$ cat src/rtl/nlpr_pkg.sv
`default_nettype none

package nlpr_pkg;

	localparam logic [2:0] EV_NONE     = 3'd0;
	localparam logic [2:0] EV_GOOD     = 3'd1;
	localparam logic [2:0] EV_BAD_SUM  = 3'd2;
	localparam logic [2:0] EV_BAD_LEN  = 3'd3;
	localparam logic [2:0] EV_SPURIOUS = 3'd4;

	typedef struct packed {
		logic [4:0] data_lines;
		logic       byte_valid;
		logic [7:0] byte_value;
		logic       packet_end;
		logic [2:0] event_code;
		logic       nibble_timeout;
	} nlpr_result_t;

endpackage

`default_nettype wire

$ cat src/rtl/nibble_link_packet_receiver.sv
`default_nettype none

// channel | handshake            | payload
// --------+----------------------+----------------------------------------------
// in      | in_valid / in_ready  | status_lines
// out     | out_valid / out_ready| data_lines, byte_valid, byte_value, packet_end,
//         |                      | event_code, nibble_timeout, packets_done,
//         |                      | hard_errors, checksum_errors
// cfg     | cfg_write            | cfg_index, cfg_data
//
// One word in, one word out; a word is accepted every cycle when the output drains.
// Each word passes the input register, then the receive state update into the result register.
// The result register lets a new word enter while the previous result waits.
// Reset clears the receive state, counters and configuration to their defaults.
// An output stall backs up through the input register after one more word.

module nibble_link_packet_receiver
	import nlpr_pkg::*;
#(
	parameter int COUNT_WIDTH        = 16,
	parameter int RELEASE_WAIT_SHIFT = 5
) (
	input  wire logic                   clk,
	input  wire logic                   arst_n,
	input  wire logic                   cfg_write,
	input  wire logic [1:0]             cfg_index,
	input  wire logic [15:0]            cfg_data,
	input  wire logic                   in_valid,
	output logic                        in_ready,
	input  wire logic [7:0]             status_lines,
	output logic                        out_valid,
	input  wire logic                   out_ready,
	output logic [4:0]                  data_lines,
	output logic                        byte_valid,
	output logic [7:0]                  byte_value,
	output logic                        packet_end,
	output logic [2:0]                  event_code,
	output logic                        nibble_timeout,
	output logic [COUNT_WIDTH-1:0]      packets_done,
	output logic [COUNT_WIDTH-1:0]      hard_errors,
	output logic [COUNT_WIDTH-1:0]      checksum_errors
);

	localparam logic [1:0] REG_ENABLE  = 2'd0;
	localparam logic [1:0] REG_MAX_LEN = 2'd1;
	localparam logic [1:0] REG_BUDGET  = 2'd2;

	logic         enable_q;
	logic [15:0]  max_len_q;
	logic [15:0]  budget_q;
	logic         valid_s1;
	logic [7:0]   status_s1;
	logic         out_valid_q;
	nlpr_result_t result_q;
	nlpr_result_t res_n;
	logic         advance;

	assign advance   = valid_s1 && (!out_valid_q || out_ready);
	assign in_ready  = !valid_s1 || advance;
	assign out_valid = out_valid_q;

	always_ff @(posedge clk or negedge arst_n) begin
		if (!arst_n) begin
			enable_q  <= 1'b0;
			max_len_q <= 16'd1500;
			budget_q  <= 16'd1500;
		end else if (cfg_write) begin
			case (cfg_index)
				REG_ENABLE:  enable_q  <= cfg_data[0];
				REG_MAX_LEN: max_len_q <= cfg_data;
				REG_BUDGET:  budget_q  <= cfg_data;
				default: ;
			endcase
		end
	end

	always_ff @(posedge clk or negedge arst_n) begin
		if (!arst_n) begin
			valid_s1    <= 1'b0;
			out_valid_q <= 1'b0;
		end else begin
			if (in_ready) begin
				valid_s1 <= in_valid;
			end
			if (advance) begin
				out_valid_q <= 1'b1;
			end else if (out_ready) begin
				out_valid_q <= 1'b0;
			end
		end
	end

	always_ff @(posedge clk) begin
		if (in_valid && in_ready) begin
			status_s1 <= status_lines;
		end
		if (advance) begin
			result_q <= res_n;
		end
	end

	nlpr_rx_fsm #(
		.COUNT_WIDTH        (COUNT_WIDTH),
		.RELEASE_WAIT_SHIFT (RELEASE_WAIT_SHIFT)
	) u_fsm (
		.clk              (clk),
		.arst_n           (arst_n),
		.step             (advance),
		.status           (status_s1),
		.enable           (enable_q),
		.max_len          (max_len_q),
		.budget           (budget_q),
		.result           (res_n),
		.good_count_q     (packets_done),
		.spurious_count_q (hard_errors),
		.bad_sum_count_q  (checksum_errors)
	);

	assign data_lines     = result_q.data_lines;
	assign byte_valid     = result_q.byte_valid;
	assign byte_value     = result_q.byte_value;
	assign packet_end     = result_q.packet_end;
	assign event_code     = result_q.event_code;
	assign nibble_timeout = result_q.nibble_timeout;

	a_no_byte_at_end: assert property (@(posedge clk) disable iff (!arst_n)
		out_valid_q |-> !(result_q.byte_valid && result_q.packet_end))
		else $error("payload byte and packet end in one word");

	a_event_only_at_end: assert property (@(posedge clk) disable iff (!arst_n)
		(out_valid_q && !result_q.packet_end) |-> (result_q.event_code == EV_NONE))
		else $error("event code without packet end");

	a_spurious_count: assert property (@(posedge clk) disable iff (!arst_n)
		(advance && res_n.event_code == EV_SPURIOUS)
		|=> (hard_errors == $past(hard_errors) + COUNT_WIDTH'(1)))
		else $error("spurious request not counted");

	a_count_hold: assert property (@(posedge clk) disable iff (!arst_n)
		!advance |=> ($stable(packets_done) && $stable(checksum_errors)))
		else $error("counter moved without a word");

endmodule

`default_nettype wire

$ cat src/rtl/nlpr_rx_fsm.sv
`default_nettype none

module nlpr_rx_fsm
	import nlpr_pkg::*;
#(
	parameter int COUNT_WIDTH        = 16,
	parameter int RELEASE_WAIT_SHIFT = 5
) (
	input  wire logic                   clk,
	input  wire logic                   arst_n,
	input  wire logic                   step,
	input  wire logic [7:0]             status,
	input  wire logic                   enable,
	input  wire logic [15:0]            max_len,
	input  wire logic [15:0]            budget,
	output nlpr_result_t                result,
	output logic [COUNT_WIDTH-1:0]      good_count_q,
	output logic [COUNT_WIDTH-1:0]      spurious_count_q,
	output logic [COUNT_WIDTH-1:0]      bad_sum_count_q
);

	localparam int WAIT_W = 16 + RELEASE_WAIT_SHIFT;

	localparam logic [1:0] PH_IDLE     = 2'd0;
	localparam logic [1:0] PH_NIB_LOW  = 2'd1;
	localparam logic [1:0] PH_NIB_HIGH = 2'd2;
	localparam logic [1:0] PH_RELEASE  = 2'd3;

	localparam logic [1:0] ROLE_LEN_LO = 2'd0;
	localparam logic [1:0] ROLE_LEN_HI = 2'd1;
	localparam logic [1:0] ROLE_DATA   = 2'd2;
	localparam logic [1:0] ROLE_SUM    = 2'd3;

	localparam logic [7:0] STATUS_REQUEST = 8'hC7;
	localparam logic [7:0] STATUS_RELEASE = 8'h87;
	localparam logic [4:0] DATA_IDLE      = 5'h00;
	localparam logic [4:0] DATA_READY     = 5'h01;
	localparam logic [4:0] DATA_NIB_ACK   = 5'h10;

	logic [1:0]             phase_q, phase_n;
	logic                   prev_ack_q;
	logic [15:0]            poll_left_q, poll_left_n;
	logic [3:0]             low_nib_q, low_nib_n;
	logic [1:0]             role_q, role_n;
	logic [15:0]            plen_q, plen_n;
	logic [15:0]            bytes_left_q, bytes_left_n;
	logic [7:0]             sum_q, sum_n;
	logic [WAIT_W-1:0]      wait_left_q, wait_left_n;
	logic [4:0]             drive_q, drive_n;
	logic                   sum_ok_q, sum_ok_n;
	logic [COUNT_WIDTH-1:0] good_n, spur_n, bad_n;

	logic        ack, busy, byte_done;
	logic [7:0]  rx_byte;
	logic [15:0] budget_start, plen_full;
	logic        pend;
	logic [2:0]  ev;
	logic        tmo, bvalid;
	logic [7:0]  bvalue;

	assign ack          = status[6];
	assign busy         = status[7];
	assign budget_start = (budget == 16'd0) ? 16'd1 : budget;
	assign rx_byte      = {status[6:3], low_nib_q};
	assign plen_full    = {rx_byte, plen_q[7:0]};

	always_comb begin
		phase_n      = phase_q;
		poll_left_n  = poll_left_q;
		low_nib_n    = low_nib_q;
		role_n       = role_q;
		plen_n       = plen_q;
		bytes_left_n = bytes_left_q;
		sum_n        = sum_q;
		wait_left_n  = wait_left_q;
		drive_n      = drive_q;
		sum_ok_n     = sum_ok_q;
		good_n       = good_count_q;
		spur_n       = spurious_count_q;
		bad_n        = bad_sum_count_q;
		byte_done    = 1'b0;
		pend         = 1'b0;
		ev           = EV_NONE;
		tmo          = 1'b0;
		bvalid       = 1'b0;
		bvalue       = 8'd0;

		case (phase_q)
			PH_NIB_LOW: begin
				if (busy || poll_left_q <= 16'd1) begin
					if (!busy) begin
						poll_left_n = 16'd0;
					end
					low_nib_n = status[6:3];
					drive_n   = DATA_NIB_ACK;
					phase_n   = PH_NIB_HIGH;
				end else begin
					poll_left_n = poll_left_q - 16'd1;
				end
			end
			PH_NIB_HIGH: begin
				if (!busy || poll_left_q <= 16'd1) begin
					drive_n   = DATA_IDLE;
					tmo       = busy || (poll_left_q == 16'd0);
					byte_done = 1'b1;
				end else begin
					poll_left_n = poll_left_q - 16'd1;
				end
			end
			PH_RELEASE: begin
				if (status == STATUS_RELEASE || wait_left_q == '0) begin
					drive_n = DATA_IDLE;
					good_n  = good_count_q + COUNT_WIDTH'(1);
					pend    = 1'b1;
					ev      = sum_ok_q ? EV_GOOD : EV_BAD_SUM;
					phase_n = PH_IDLE;
				end else begin
					wait_left_n = wait_left_q - WAIT_W'(1);
				end
			end
			default: begin
				phase_n = PH_IDLE;
				drive_n = DATA_IDLE;
				if (enable && ack && !prev_ack_q) begin
					if (status != STATUS_REQUEST) begin
						spur_n = spurious_count_q + COUNT_WIDTH'(1);
						pend   = 1'b1;
						ev     = EV_SPURIOUS;
					end else begin
						drive_n     = DATA_READY;
						role_n      = ROLE_LEN_LO;
						sum_n       = 8'd0;
						poll_left_n = budget_start;
						phase_n     = PH_NIB_LOW;
					end
				end
			end
		endcase

		if (byte_done) begin
			poll_left_n = budget_start;
			phase_n     = PH_NIB_LOW;
			case (role_q)
				ROLE_LEN_LO: begin
					plen_n = {8'd0, rx_byte};
					role_n = ROLE_LEN_HI;
				end
				ROLE_LEN_HI: begin
					plen_n = plen_full;
					if (plen_full > max_len) begin
						pend    = 1'b1;
						ev      = EV_BAD_LEN;
						phase_n = PH_IDLE;
					end else begin
						wait_left_n  = WAIT_W'(plen_full) << RELEASE_WAIT_SHIFT;
						bytes_left_n = plen_full;
						role_n       = (plen_full == 16'd0) ? ROLE_SUM : ROLE_DATA;
					end
				end
				ROLE_DATA: begin
					bvalid       = 1'b1;
					bvalue       = rx_byte;
					sum_n        = sum_q + rx_byte;
					bytes_left_n = bytes_left_q - 16'd1;
					if (bytes_left_n == 16'd0) begin
						role_n = ROLE_SUM;
					end
				end
				default: begin
					sum_ok_n = (rx_byte == sum_q);
					if (rx_byte != sum_q) begin
						bad_n = bad_sum_count_q + COUNT_WIDTH'(1);
					end
					phase_n = PH_RELEASE;
				end
			endcase
		end
	end

	always_comb begin
		result.data_lines     = drive_n;
		result.byte_valid     = bvalid;
		result.byte_value     = bvalue;
		result.packet_end     = pend;
		result.event_code     = ev;
		result.nibble_timeout = tmo;
	end

	always_ff @(posedge clk or negedge arst_n) begin
		if (!arst_n) begin
			phase_q          <= PH_IDLE;
			prev_ack_q       <= 1'b0;
			poll_left_q      <= 16'd0;
			low_nib_q        <= 4'd0;
			role_q           <= ROLE_LEN_LO;
			plen_q           <= 16'd0;
			bytes_left_q     <= 16'd0;
			sum_q            <= 8'd0;
			wait_left_q      <= '0;
			drive_q          <= DATA_IDLE;
			sum_ok_q         <= 1'b0;
			good_count_q     <= '0;
			spurious_count_q <= '0;
			bad_sum_count_q  <= '0;
		end else if (step) begin
			phase_q          <= phase_n;
			prev_ack_q       <= ack;
			poll_left_q      <= poll_left_n;
			low_nib_q        <= low_nib_n;
			role_q           <= role_n;
			plen_q           <= plen_n;
			bytes_left_q     <= bytes_left_n;
			sum_q            <= sum_n;
			wait_left_q      <= wait_left_n;
			drive_q          <= drive_n;
			sum_ok_q         <= sum_ok_n;
			good_count_q     <= good_n;
			spurious_count_q <= spur_n;
			bad_sum_count_q  <= bad_n;
		end
	end

endmodule

`default_nettype wire

$ cat config.mk
export PLATFORM = sky130hd
export DESIGN_NAME = nibble_link_packet_receiver
export DESIGN_NICKNAME = d
export VERILOG_FILES = /design/src/rtl/nlpr_pkg.sv /design/src/rtl/nibble_link_packet_receiver.sv /design/src/rtl/nlpr_rx_fsm.sv
export SDC_FILE = /design/constraint.sdc
export NUM_CORES = 1
export LEC_CHECK = 0
export BUFFER_PORTS_ARGS = -buffer_cell sky130_fd_sc_hd__buf_4
export CAP_MARGIN = 20
export CORE_MARGIN = 2
export CORE_UTILIZATION = 45
export CTS_BUF_LIST = sky130_fd_sc_hd__clkbuf_8
export CTS_CLUSTER_SIZE = 16
export DETAILED_ROUTE_END_ITERATION = 8
export MAX_ROUTING_LAYER = met4
export PLACE_DENSITY_LB_ADDON = 0.1
export SYNTH_ARGS = -nofsm -noshare
export SYNTH_HDL_FRONTEND = slang
export SYNTH_SLANG_ARGS = --single-unit
$ cat constraint.sdc
create_clock -name clk -period 2.7 [get_ports clk]
set_input_delay 0.27 -clock clk [delete_from_list [all_inputs] [get_ports clk]]
set_output_delay 0.27 -clock clk [all_outputs]
set_load 0.005 [all_outputs]
==> flow_summary.ini <==
[sta]
rsz0062_at_grt = true
layout_setup_ws_ns = 0.0662
finalHoldViolCount = 0
fmax_mhz = 380
hold_ws_ns = 0.0242
slew_violations = 0
worst_slew_pin_slew_ns = 0.792
setup_violations = 0
fin_worst_skew_ns = 0.0193
min_period_ns = 2.63
tns_ns = 0
fin_crit_sh = 0.975
relSlewSlack = 0.470

[floorplanning]
io_pins = 100
start_util = 0.460
dieArea_um2 = 23500
die_h_um = 153
placeableCoreArea_um2 = 21800
die_w_um = 153
placementRows = 54

[global_routing]
grt_start_max_net_pins = 83
antenna_found_initial = 0
grt_pass1_wl_mm = 42.5
grt_usage = 0.233
grt_overflow_total = 0
grt_pass1_vias = 7973

[synth]
synth_edf_count = 27
ys_seq_area_frac = 0.499
synth_area_um2 = 10000
async_flop_share = 0.861
synth-seq-cells = 194
synthTopCellsByArea = dfrtp_1, edfxtp_1, mux2_2
synth_area_per_cell_um2 = 10.3
ys_top_cells_by_count = dfrtp_1, nor2_1, nand2_1
syn_inst = 975
synth.most_common_cell = dfrtp_1
syn_nets = 1043
synth_cell_types = 74
yosys_warnings = 0
yosys.area.top_type_share = 0.382
synth_top_cell_by_area = dfrtp_1
synthFlopType = dfrtp_1

[cells_and_area]
drive_above_1_share = 0.281
nets = 1238
diodes = 0
areaGrowthSynthToFinish_pct = 24.7

[worst_setup_path]
cp_top_family = simple AND/OR/NAND/NOR gates
cp.required_ns = 3.13
arrival_ns = 3.07
endpoint_kind = flip-flop
max_stage_delay_ns = 0.55
crit_fanout = 7
cp_slowest_cell = dfstp_2
startpoint_type = flip-flop
path_cells = inv_2 > ha_4 > nand4_1 > or3_4 > a21oi_4 > nor4b_4 > o21a_1 > buf_6 > buf_6 > or4_1 > nand3_1
timing.critical_path.buf_inv = 3
crit_top_cell = buf_6
path_class = reg2reg

[cts]
cts_buffer_depth = 2
clkTransAtPathRegs_ns = 0.11
htree_num_levels = 4
cts_tree = built
clock_sinks = 194
numCtsBuffers = 17
clock-root-buffer = clkbuf_8
clock_latency_ns = 0.49

[pwr]
swShare = 0.391
power.density_nw_per_um2 = 820
irDropWorstVdd_v = 0.000439
seq_power_share = 0.412
clkPwrFrac = 0.187
p_sw_mw = 4.01
combPwrFrac = 0.401
internal-power_mw = 6.24
p_leak_nw = 5.54

[routing]
finalWirelength_mm = 26.3
drc = 0
wl_met3_mm = 1.10
vias_per_cell = 5.59
maxUsedRoutingLayer = met4
vias = 8171
wl_met1_mm = 12.1
avgRoutedWirePerCell_um = 18.0
met2_length_mm = 12.8
ant_nets = 0
drt-initial-drc-count = 572
drt_pass1_iterations = 5

[run_status]
status = complete, no violations

[placed_design]
pre_cts_ws_ns = -0.229
place_congestion = 0.843
dp_hpwl_mm = 19.0
port_buffers = 99

[hold_path]
hp-class = in2reg

[job]
cap_violations = 0
[path summary, 6_finish.rpt]
path / depth (start not counted) / slack (ns) / endpoint / from
worst max-delay path: 11 / 0.07 / u_fsm.wait_left_q[13]$_DFFE_PN0P_ / max_len_q[10]$_DFFE_PN1P_
worst min-delay path: 2 / 0.02 / max_len_q[1]$_DFFE_PN0P_ / cfg_data[1]
worst max register to register: 11 / 0.07 / u_fsm.wait_left_q[13]$_DFFE_PN0P_ / max_len_q[10]$_DFFE_PN1P_
worst min register to register: 1 / 0.48 / u_fsm.spurious_count_q[15]$_DFFE_PN0P_ / u_fsm.spurious_count_q[15]$_DFFE_PN0P_
max in group asynchronous: 3 / 1.64 / budget_q[3]$_DFFE_PN1P_ / arst_n
min in group asynchronous: 2 / 0.25 / u_fsm.bytes_left_q[10]$_DFFE_PN0P_ / arst_n
[state kept, by name (all words and copies together) (netlist names), 16 cells and up]
name / cells
u_fsm.spurious_count_q: 16
u_fsm.good_count_q: 16
u_fsm.wait_left_q: 21
budget_q: 16
u_fsm.poll_left_q: 16
max_len_q: 16
u_fsm.bad_sum_count_q: 16
u_fsm.bytes_left_q: 16
[layout make-up]
cell class / count / area, µm²
repair buffers: 216 / 1730
well taps: 280 / 350
fillers: 1935 / 9310
multi-input cells: 704 / 4890
clock buffers: 17 / 234
flip-flops and latches: 194 / 5010
clock inverters: 15 / 165
inverters: 37 / 139
[layer usage]
layer | up-vias | global-route usage
met2 | 195 | 0.372
met1 | 3999 | 0.311
met5 | - | -
li1 | 3954 | -
met3 | 23 | 0.0425
met4 | 0 | 0.0547
[per-stage QoR]
step	power, mW	instances	cell area [µm²]	util
finish	10.3	1463	12500	0.573
global route	11.0	1463	12500	0.573
CTS	10.2	1461	12300	0.566
detailed placement	8.18	1415	11800	0.539
global placement	8.11	1415	11800	0.539
floorplan	6.55	975	10000	-
[power groups by stage]
stage / clock [mW] / sequential [mW] / combinational, mW
final: 1.92 / 4.23 / 4.11
after global routing: 2.08 / 4.32 / 4.59
after CTS: 1.97 / 4.20 / 3.98
after detailed placement: 0 / 4.25 / 3.93
after global placement: 0 / 4.23 / 3.87
after floorplan: 0 / 4.17 / 2.38
[cells by family (layout without fill, tap and decap cells)]
kind of cell	Yosys count	in the layout	share of synthesized area
buffers and inverters	77	285	0.0303
xor gates and xnor gates	59	59	0.0515
AOI/OAI and AO/OA	196	196	0.123
muxes	52	52	0.0578
adders and majority gates	37	37	0.0469
and+or+nand+nor	360	360	0.191
DFF	194	194	0.499
[worst register-to-register path, delay by kind of cell, from the launching register on]
kind            cells  cell delay (ns)
simple gates        5             1.09
flops               1             0.55
compound gates      2             0.37
buf+inv             3             0.30
fa+ha+maj           1             0.26
[placed cells by master, fill, tap and decap left out, drive strengths merged, types with 16 or more instances in the layout]
master and instances:
nor2 72, xnor2 41, dfrtp 153, nand4 31, clkbuf 17, nor4 23
nand3 31, nor3 44, and2 19, xor2 18, inv 44, or3 16
mux2 47, o21ai 62, a21oi 44, buf 202, edfxtp 27, nand2 64
ha 36
[timing repair]
item	4_1_cts	5_1_grt
gates cloned	0	0
endpoints found under the setup margin	55	67
resized for setup	10	31
hold buffers	14	0
hold endpoints to repair	54	0
setup buffers	0	2
pin swaps	2	13
Power figures use the tool's default switching activity.
